`src/hw/rtl/wrms_pkg.sv`:
```
// ----------------------------------------------------------------------------
// wrms_pkg
// Shared types and constants for the wildcard row match search block.
// ----------------------------------------------------------------------------
package wrms_pkg;

	localparam int DEF_TABLE_ROWS  = 64;
	localparam int DEF_NUM_COLUMNS = 8;
	localparam int DEF_CODE_BITS   = 8;

	localparam int FIELD_CODE_BITS = 8;
	localparam int VALUE_BITS      = 64;
	localparam int MISS_BITS       = 8;
	localparam int INDEX_BITS      = 6;
	localparam int CMD_BITS        = 2;
	localparam int CFG_COLS_BITS   = 4;
	localparam int APB_ADDR_BITS   = 3;
	localparam int APB_DATA_BITS   = 32;

	localparam logic [CMD_BITS-1:0] CMD_CLEAR = 2'd0;
	localparam logic [CMD_BITS-1:0] CMD_LOAD  = 2'd1;
	localparam logic [CMD_BITS-1:0] CMD_QUERY = 2'd2;

	localparam logic [APB_ADDR_BITS-3:0] REG_COLUMNS_IN_USE = 1'd0;

	typedef struct packed {
		logic [CMD_BITS-1:0]   cmd;
		logic [VALUE_BITS-1:0] row_values;
		logic [MISS_BITS-1:0]  row_missing;
	} in_item_t;

	typedef struct packed {
		logic                  matched;
		logic [INDEX_BITS-1:0] match_index;
		logic                  last;
	} out_item_t;

	typedef enum logic [1:0] {
		ST_IDLE,
		ST_SCAN,
		ST_DRAIN,
		ST_FLUSH
	} state_t;

	typedef struct packed {
		logic capture_query;
		logic clear_table;
		logic load_row;
		logic issue_read;
		logic emit_final;
	} dp_cmd_t;

	typedef struct packed {
		logic empty;
		logic last_read;
	} dp_status_t;

endpackage

```
`src/hw/rtl/wrms_ram.sv`:
```
// ----------------------------------------------------------------------------
// wrms_ram
// Generic simple dual-port RAM: one write port, one read port, registered read.
// ----------------------------------------------------------------------------
module wrms_ram #(
	parameter int WIDTH = 8,
	parameter int DEPTH = 64,
	localparam int AW = (DEPTH > 1) ? $clog2(DEPTH) : 1
) (
	input  logic             clk,
	input  logic             we,
	input  logic [AW-1:0]    waddr,
	input  logic [WIDTH-1:0] wdata,
	input  logic             re,
	input  logic [AW-1:0]    raddr,
	output logic [WIDTH-1:0] rdata
);

	logic [WIDTH-1:0] mem_q [DEPTH];
	logic [WIDTH-1:0] rdata_q;

	always_ff @(posedge clk) begin
		if (we) begin
			mem_q[waddr] <= wdata;
		end
		if (re) begin
			rdata_q <= mem_q[raddr];
		end
	end

	assign rdata = rdata_q;

endmodule

```
`src/hw/rtl/wrms_ctrl.sv`:
```
// ----------------------------------------------------------------------------
// wrms_ctrl
// Command sequencer: accepts commands and steps the datapath through a scan.
// ----------------------------------------------------------------------------
module wrms_ctrl
	import wrms_pkg::*;
(
	input  logic                clk,
	input  logic                arst_n,
	input  logic                start,
	input  logic [CMD_BITS-1:0] cmd,
	input  dp_status_t          status,
	output dp_cmd_t             dp_cmd,
	output logic                busy
);

	state_t state_q;
	state_t state_d;
	logic   accept;

	assign accept = start && (state_q == ST_IDLE);

	always_ff @(posedge clk or negedge arst_n) begin
		if (!arst_n) begin
			state_q <= ST_IDLE;
		end else begin
			state_q <= state_d;
		end
	end

	always_comb begin
		state_d = state_q;
		case (state_q)
			ST_IDLE: begin
				if (accept && (cmd == CMD_QUERY)) begin
					state_d = status.empty ? ST_FLUSH : ST_SCAN;
				end
			end
			ST_SCAN: begin
				if (status.last_read) begin
					state_d = ST_DRAIN;
				end
			end
			ST_DRAIN: state_d = ST_FLUSH;
			ST_FLUSH: state_d = ST_IDLE;
			default:  state_d = ST_IDLE;
		endcase
	end

	always_comb begin
		dp_cmd = '0;
		busy   = 1'b1;
		case (state_q)
			ST_IDLE: begin
				busy                 = 1'b0;
				dp_cmd.capture_query = accept && (cmd == CMD_QUERY);
				dp_cmd.clear_table   = accept && (cmd == CMD_CLEAR);
				dp_cmd.load_row      = accept && (cmd == CMD_LOAD);
			end
			ST_SCAN:  dp_cmd.issue_read = 1'b1;
			ST_DRAIN: dp_cmd            = '0;
			ST_FLUSH: dp_cmd.emit_final = 1'b1;
			default:  dp_cmd            = '0;
		endcase
	end

endmodule

```
`src/hw/rtl/wrms_dp.sv`:
```
// ----------------------------------------------------------------------------
// wrms_dp
// Row table, row counter, scan address, column compare and result buffer.
// ----------------------------------------------------------------------------
module wrms_dp
	import wrms_pkg::*;
#(
	parameter int TABLE_ROWS  = DEF_TABLE_ROWS,
	parameter int NUM_COLUMNS = DEF_NUM_COLUMNS,
	parameter int CODE_BITS   = DEF_CODE_BITS
) (
	input  logic                     clk,
	input  logic                     arst_n,
	input  in_item_t                 item,
	input  logic [CFG_COLS_BITS-1:0] columns_in_use,
	input  dp_cmd_t                  dp_cmd,
	output dp_status_t               status,
	output out_item_t                result,
	output logic                     result_valid
);

	localparam int IDX_W  = (TABLE_ROWS > 1) ? $clog2(TABLE_ROWS) : 1;
	localparam int CNT_W  = $clog2(TABLE_ROWS + 1);
	localparam int VAL_W  = NUM_COLUMNS * CODE_BITS;
	localparam int ROW_W  = VAL_W + NUM_COLUMNS;

	logic [CNT_W-1:0]       count_q;
	logic [IDX_W-1:0]       scan_q;
	logic [IDX_W-1:0]       index_s1;
	logic                   valid_s1;
	logic [VAL_W-1:0]       qval_q;
	logic [NUM_COLUMNS-1:0] qmiss_q;
	logic [IDX_W-1:0]       pend_idx_q;
	logic                   pend_valid_q;
	out_item_t              result_q;
	logic                   result_valid_q;

	logic [VAL_W-1:0]       in_val;
	logic [ROW_W-1:0]       wr_row;
	logic [ROW_W-1:0]       rd_row;
	logic [VAL_W-1:0]       sval;
	logic [NUM_COLUMNS-1:0] smiss;
	logic [NUM_COLUMNS-1:0] col_diff;
	logic                   full;
	logic                   hit;
	logic                   emit_hit;

	for (genvar c = 0; c < NUM_COLUMNS; c++) begin : g_col
		assign in_val[c*CODE_BITS +: CODE_BITS] =
			item.row_values[c*FIELD_CODE_BITS +: CODE_BITS];
		assign col_diff[c] = (CFG_COLS_BITS'(c) < columns_in_use) && !smiss[c] && !qmiss_q[c]
			&& (sval[c*CODE_BITS +: CODE_BITS] != qval_q[c*CODE_BITS +: CODE_BITS]);
	end

	assign wr_row = {item.row_missing[NUM_COLUMNS-1:0], in_val};
	assign sval   = rd_row[VAL_W-1:0];
	assign smiss  = rd_row[ROW_W-1:VAL_W];
	assign hit    = valid_s1 && (col_diff == '0);
	assign full   = (count_q == CNT_W'(TABLE_ROWS));

	assign status.empty     = (count_q == '0);
	assign status.last_read = (CNT_W'(CNT_W'(scan_q) + CNT_W'(1)) == count_q);

	wrms_ram #(
		.WIDTH(ROW_W),
		.DEPTH(TABLE_ROWS)
	) u_table (
		.clk   (clk),
		.we    (dp_cmd.load_row && !full),
		.waddr (count_q[IDX_W-1:0]),
		.wdata (wr_row),
		.re    (dp_cmd.issue_read),
		.raddr (scan_q),
		.rdata (rd_row)
	);

	always_ff @(posedge clk or negedge arst_n) begin
		if (!arst_n) begin
			count_q <= '0;
		end else if (dp_cmd.clear_table) begin
			count_q <= '0;
		end else if (dp_cmd.load_row && !full) begin
			count_q <= CNT_W'(count_q + CNT_W'(1));
		end
	end

	always_ff @(posedge clk or negedge arst_n) begin
		if (!arst_n) begin
			scan_q       <= '0;
			valid_s1     <= 1'b0;
			pend_valid_q <= 1'b0;
		end else begin
			valid_s1 <= dp_cmd.issue_read;
			if (dp_cmd.capture_query) begin
				scan_q <= '0;
			end else if (dp_cmd.issue_read) begin
				scan_q <= IDX_W'(scan_q + IDX_W'(1));
			end
			if (dp_cmd.capture_query || dp_cmd.emit_final) begin
				pend_valid_q <= 1'b0;
			end else if (hit) begin
				pend_valid_q <= 1'b1;
			end
		end
	end

	always_ff @(posedge clk) begin
		index_s1 <= scan_q;
		if (dp_cmd.capture_query) begin
			qval_q  <= in_val;
			qmiss_q <= item.row_missing[NUM_COLUMNS-1:0];
		end
		if (hit) begin
			pend_idx_q <= index_s1;
		end
	end

	assign emit_hit = hit && pend_valid_q;

	always_ff @(posedge clk or negedge arst_n) begin
		if (!arst_n) begin
			result_valid_q <= 1'b0;
		end else begin
			result_valid_q <= emit_hit || dp_cmd.emit_final;
		end
	end

	always_ff @(posedge clk) begin
		if (emit_hit) begin
			result_q.matched     <= 1'b1;
			result_q.match_index <= INDEX_BITS'(pend_idx_q);
			result_q.last        <= 1'b0;
		end else if (dp_cmd.emit_final) begin
			result_q.matched     <= pend_valid_q;
			result_q.match_index <= pend_valid_q ? INDEX_BITS'(pend_idx_q) : '0;
			result_q.last        <= 1'b1;
		end
	end

	assign result       = result_q;
	assign result_valid = result_valid_q;

endmodule

```
`src/hw/rtl/wildcard_row_match_search.sv`:
```
// ----------------------------------------------------------------------------
// wildcard_row_match_search
// Row table with two-sided wildcard match search over stored rows.
// ----------------------------------------------------------------------------
// Clear and load leave busy low, and the next command may follow.
// A query holds busy through scan, drain and flush (flush alone on an empty
// table): one row is read from the table RAM and compared per cycle.
// Results cannot stall; each match is reported, held until the next match.
// The final result carries last and is valid in the same cycle busy falls.
// Reset empties the table and sets columns_in_use to NUM_COLUMNS.
module wildcard_row_match_search
	import wrms_pkg::*;
#(
	parameter int TABLE_ROWS  = DEF_TABLE_ROWS,
	parameter int NUM_COLUMNS = DEF_NUM_COLUMNS,
	parameter int CODE_BITS   = DEF_CODE_BITS
) (
	input  logic                     clk,
	input  logic                     arst_n,
	input  logic                     psel,
	input  logic                     penable,
	input  logic                     pwrite,
	input  logic [APB_ADDR_BITS-1:0] paddr,
	input  logic [APB_DATA_BITS-1:0] pwdata,
	output logic [APB_DATA_BITS-1:0] prdata,
	output logic                     pready,
	input  logic                     start,
	output logic                     busy,
	input  in_item_t                 item,
	output out_item_t                result,
	output logic                     result_valid
);

	logic [CFG_COLS_BITS-1:0] cols_q;
	logic [CFG_COLS_BITS-1:0] cols_wr;
	logic                     reg_sel;
	dp_cmd_t                  dp_cmd;
	dp_status_t               status;

	assign pready  = 1'b1;
	assign reg_sel = (paddr[APB_ADDR_BITS-1:2] == REG_COLUMNS_IN_USE);
	assign cols_wr = (pwdata[CFG_COLS_BITS-1:0] > CFG_COLS_BITS'(NUM_COLUMNS))
		? CFG_COLS_BITS'(NUM_COLUMNS) : pwdata[CFG_COLS_BITS-1:0];

	always_ff @(posedge clk or negedge arst_n) begin
		if (!arst_n) begin
			cols_q <= CFG_COLS_BITS'(NUM_COLUMNS);
		end else if (psel && penable && pwrite && pready && reg_sel) begin
			cols_q <= cols_wr;
		end
	end

	assign prdata = reg_sel ? APB_DATA_BITS'(cols_q) : '0;

	wrms_ctrl u_ctrl (
		.clk    (clk),
		.arst_n (arst_n),
		.start  (start),
		.cmd    (item.cmd),
		.status (status),
		.dp_cmd (dp_cmd),
		.busy   (busy)
	);

	wrms_dp #(
		.TABLE_ROWS  (TABLE_ROWS),
		.NUM_COLUMNS (NUM_COLUMNS),
		.CODE_BITS   (CODE_BITS)
	) u_dp (
		.clk            (clk),
		.arst_n         (arst_n),
		.item           (item),
		.columns_in_use (cols_q),
		.dp_cmd         (dp_cmd),
		.status         (status),
		.result         (result),
		.result_valid   (result_valid)
	);

endmodule
```
`config.mk`:
```
export PLATFORM = sky130hd
export DESIGN_NAME = wildcard_row_match_search
export DESIGN_NICKNAME = d
export VERILOG_FILES = /design/src/hw/rtl/wrms_pkg.sv /design/src/hw/rtl/wrms_ram.sv /design/src/hw/rtl/wrms_ctrl.sv /design/src/hw/rtl/wrms_dp.sv /design/src/hw/rtl/wildcard_row_match_search.sv
export SDC_FILE = /design/constraint.sdc
export NUM_CORES = 2
export LEC_CHECK = 0
export ABC_AREA = 1
export BUFFER_PORTS_ARGS = -buffer_cell sky130_fd_sc_hd__buf_4
export CAP_MARGIN = 30
export CORE_ASPECT_RATIO = 1.75
export CORE_MARGIN = 2
export CORE_UTILIZATION = 40
export CTS_BUF_LIST = sky130_fd_sc_hd__clkbuf_8
export DETAILED_ROUTE_END_ITERATION = 10
export PLACE_DENSITY = 0.67
export SETUP_SLACK_MARGIN = 0.5
export SYNTH_ARGS = -nofsm -noshare
export SYNTH_HDL_FRONTEND = slang
export SYNTH_MEMORY_MAX_BITS = 65536
export SYNTH_SLANG_ARGS = --single-unit
```
`constraint.sdc`:
```
create_clock -name clk -period 6.3 [get_ports clk]
set_clock_uncertainty 0.05 [all_clocks]
set_input_delay 0.63 -clock clk [delete_from_list [all_inputs] [get_ports clk]]
set_output_delay 0.63 -clock clk [all_outputs]
set_load 0.02 [all_outputs]
```
==> flow_summary.toml <==
[yosys]
syn_area_um2 = 187900
synth_top_area_cell = "edfxtp_1"
simple_gate_fraction_of_synth_area_pct = 10.61
proportion_of_synthesized_area_in_mux_cells_pct = 0
synthArstFlopShare_pct = 0.4589
count_of_synthesis_stage_warnings_from_yosys = 0
synth_largest_type_area_fraction_pct = 76.13
combinational_family_with_the_most_area_after_synthesis = "simple AND/OR/NAND/NOR gates"
post_synth_main_area_contributors = "edfxtp_1 (76%), o21ai_0 (6.0%), nor2_1 (4.8%)"
synth-compound-area-share_pct = 10.07
post_synth_inst_count = 14449
ys_seq_elements = 4794
synth_cell_type_count = 36
synth_area_per_cell_um2 = 13.01
synth_xor_xnor_area_share_pct = 0.2330
yosys.area_share.adder_pct = 0.05327
synth_enable_flop_cells = 4764
yosysSeqAreaShare_pct = 76.51
synth-main-ff-cell = "edfxtp_1"

[cells_and_area]
final_cell_mix = "edfxtp_1 (4,764), nor2_1 (2,357), o21ai_0 (2,267), nand2_1 (1,659), o22ai_1 (1,159)"
n_fill_cell = 41040
layout_commonest_cell = "edfxtp_1"
nNetsFinal = 14669
seq_area_um2 = 143800
area_growth_syn_to_layout_pct = 11.21
layout.core_utilization_pct = 44.59
multi_input_comb_area_um2 = 40010
post_route_cells_drive_above_1_share_pct = 8.463
fin_area_um2 = 209000

[drt]
drc_errors = 0
vias_per_cell = 5.912
total_via_count_after_detailed_routing = 125579
first_iter_violations = 16377
drt_pass1_iterations = 6
antenna_violating_nets_post_route = 0
wl_per_cell_um = 27.22
routed_wirelength_um = 578200

[run]
max-cap-violations = 0

[critical_path]
cp_data_required_time_ps = 6960
path_class = "reg2reg"
crit_path_end_kind = "register"
reg2reg_slack_ps = 1230
worst_reg2reg_path_length_in_cells = 9
crit_start = "u_ctrl.state_q[1]$_DFFE_PN0P_"
launch_instance_of_the_worst_register_to_register_path = "u_ctrl.state_q[1]$_DFFE_PN0P_"
cp.arrival_ps = 5720
cp_max_fo = 33
timing.critical_path.from_type = "register"
cp-endpoint = "u_dp.u_table.mem_q[37][16]$_DFFE_PP_"
regToRegEndpoint = "u_dp.u_table.mem_q[37][16]$_DFFE_PP_"

[placed_design]
gp_congestion = 0.8111
post_dp_cell_area_um2 = 196500
dp.final_hpwl_um = 274900
port_buffers = 98

[grt]
grtUsageTotal_pct = 23.40
grt_start_max_net_pins = 185
grt_overflow = 0
number_of_global_route_vias_before_repair = 117979
grt_antenna_before_repair = 33
grt_pass1_wl_um = 813900

[timing]
worstMarginPinSlew_ps = 1225
setup-tns-final_ps = 0
drv_slew = 0
clock.fmax_mhz = 197.4
post-route-period-util_pct = 80.40
hold_slack_ps = 102.9
relSlewSlack_pct = 18.33
timing.final.crit_period_ps = 5065
grt_setup_unrepaired = "false"
final-setup-viol-count = 0
finalHoldViolCount = 0

[power]
vdd.ir_drop.worst_v = 0.0004532
powerDensity_nw_per_um2 = 396.8
power.leakage_nw = 67.79

[clock_tree]
tritoncts = "done"
worst_skew_pair.late_latency_ps = 1150
number_of_gates_given_a_new_drive_strength_after_cts = 0
tritoncts.num_buffers = 627
cts.reportedPaths.clkPinSlew_ps = 60
ctsHoldBuffers = 87
cts_root_buf = "clkbuf_8"
post_cts.repair.setup_buffers = 0
number_of_h_tree_levels = 6
clock-sinks = 4794
ctsLongestPathBuffers = 4

[floorplan]
die_h_um = 910.7
design.die.area_um2 = 475500
die_w_um = 522.1
boundary_pin_count = 158
effective_utilization_at_floorplan_pct = 40.09
core_area_um2 = 468700
fp-row-count = 333

[worst_hold_path]
min-delay-path-class = "in2reg"
whs_path_depth = 4

[run_status]
run_status = "finished, final reports clean"
[registers in the layout (all words and copies together) (netlist names), 2 cells and up]
signal / cells
u_dp.result: 8
cols_q: 4
u_dp.index_s1: 6
u_dp.u_table.rdata: 72
u_dp.qval_q: 64
u_dp.count_q: 7
u_dp.u_table.mem_q: 4608
u_ctrl.state_q: 2
u_dp.pend_idx_q: 6
u_dp.scan_q: 6
u_dp.qmiss_q: 8
[layer usage]
metal,up-vias,global-route usage (%),routed length [um]
li1,53381,-,-
met1,62517,27.44,196800
met2,7799,40.09,284800
met3,1862,3.755,57380
met4,20,14.58,39130
met5,-,0,126
[report_power, final]
group          internal [W]  total [W]  switching, W  leakage [nW]
Sequential           0.0358     0.0362      0.000461          43.2
Clock                0.0104     0.0219        0.0115          6.48
Combinational       0.00711     0.0248        0.0177          18.1
[cell type report]
type / count / area share (%)
tap: 6197 / 3.710
antenna: 16 / 0.01916
clock inverter: 470 / 1.260
multi-input combinational: 8572 / 19.14
clock buffer: 643 / 4.235
timing repair buffer: 478 / 2.671
inverter: 73 / 0.1563
sequential: 4794 / 68.81
[worst max-delay path: stages (launching register included)]
cell     delay, ps
dfrtp_1        420
inv_1          150
ha_1           410
nand2_1        190
nor2_1         770
nand2_2        340
nor2_1         310
nand3_1        740
nor2_4         360
buf_4          850
[kinds of logic (layout without fill, tap and decap cells)]
family,Yosys count,in the layout
compound gates,3488,3488
xor+xnor,50,50
fa+ha+maj,8,8
buf+inv,1110,1664
flops,4794,4794
other cells,2,45
simple gates,4997,4997
[Yosys cell counts (2+ instances only)]
cell / instances
conb_1: 2
nor2_2: 2
or2_2: 7
nand4_1: 11
a21oi_1: 9
nor2_1: 2417
o21ai_1: 47
clkbuf_1: 644
dfrtp_1: 21
a211oi_1: 2
buf_6: 4
o22ai_1: 1159
edfxtp_1: 4764
o21ai_0: 2267
nand2_1: 1659
buf_2: 276
nand3_1: 888
buf_1: 56
xor2_1: 3
inv_1: 65
clkbuf_2: 9
a31oi_1: 2
xnor2_1: 47
nor3_1: 9
buf_4: 48
clkinv_1: 4
ha_1: 8
dfxtp_1: 8
inv_2: 4
[worst min-delay path by stage]
stage                        startpoint                            to  slack [ps]
3_3_place_gp   u_dp.index_s1[1]$_DFF_P_  u_dp.pend_idx_q[1]$_DFFE_PP_         340
3_5_place_dp   u_dp.index_s1[4]$_DFF_P_  u_dp.pend_idx_q[4]$_DFFE_PP_         340
2_1_floorplan                    arst_n         cols_q[0]$_DFFE_PN0P_         280
4_1_cts                        item[73]   u_dp.count_q[4]$_DFFE_PN0P_          30
6_report                       item[73]   u_dp.count_q[4]$_DFFE_PN0P_         100
5_1_grt                        item[73]   u_dp.count_q[4]$_DFFE_PN0P_         110
[metrics by stage]
step	setup slack, ps	std cells	power (W)
floorplan	1147	14476	0.05338
global placement	1555	20008	0.06072
detailed placement	1478	20025	0.06119
CTS	1477	21225	0.08271
global route	1146	21233	0.08650
finish	1235	21243	0.08292
Note: power is estimated with default switching activity, not from simulation.
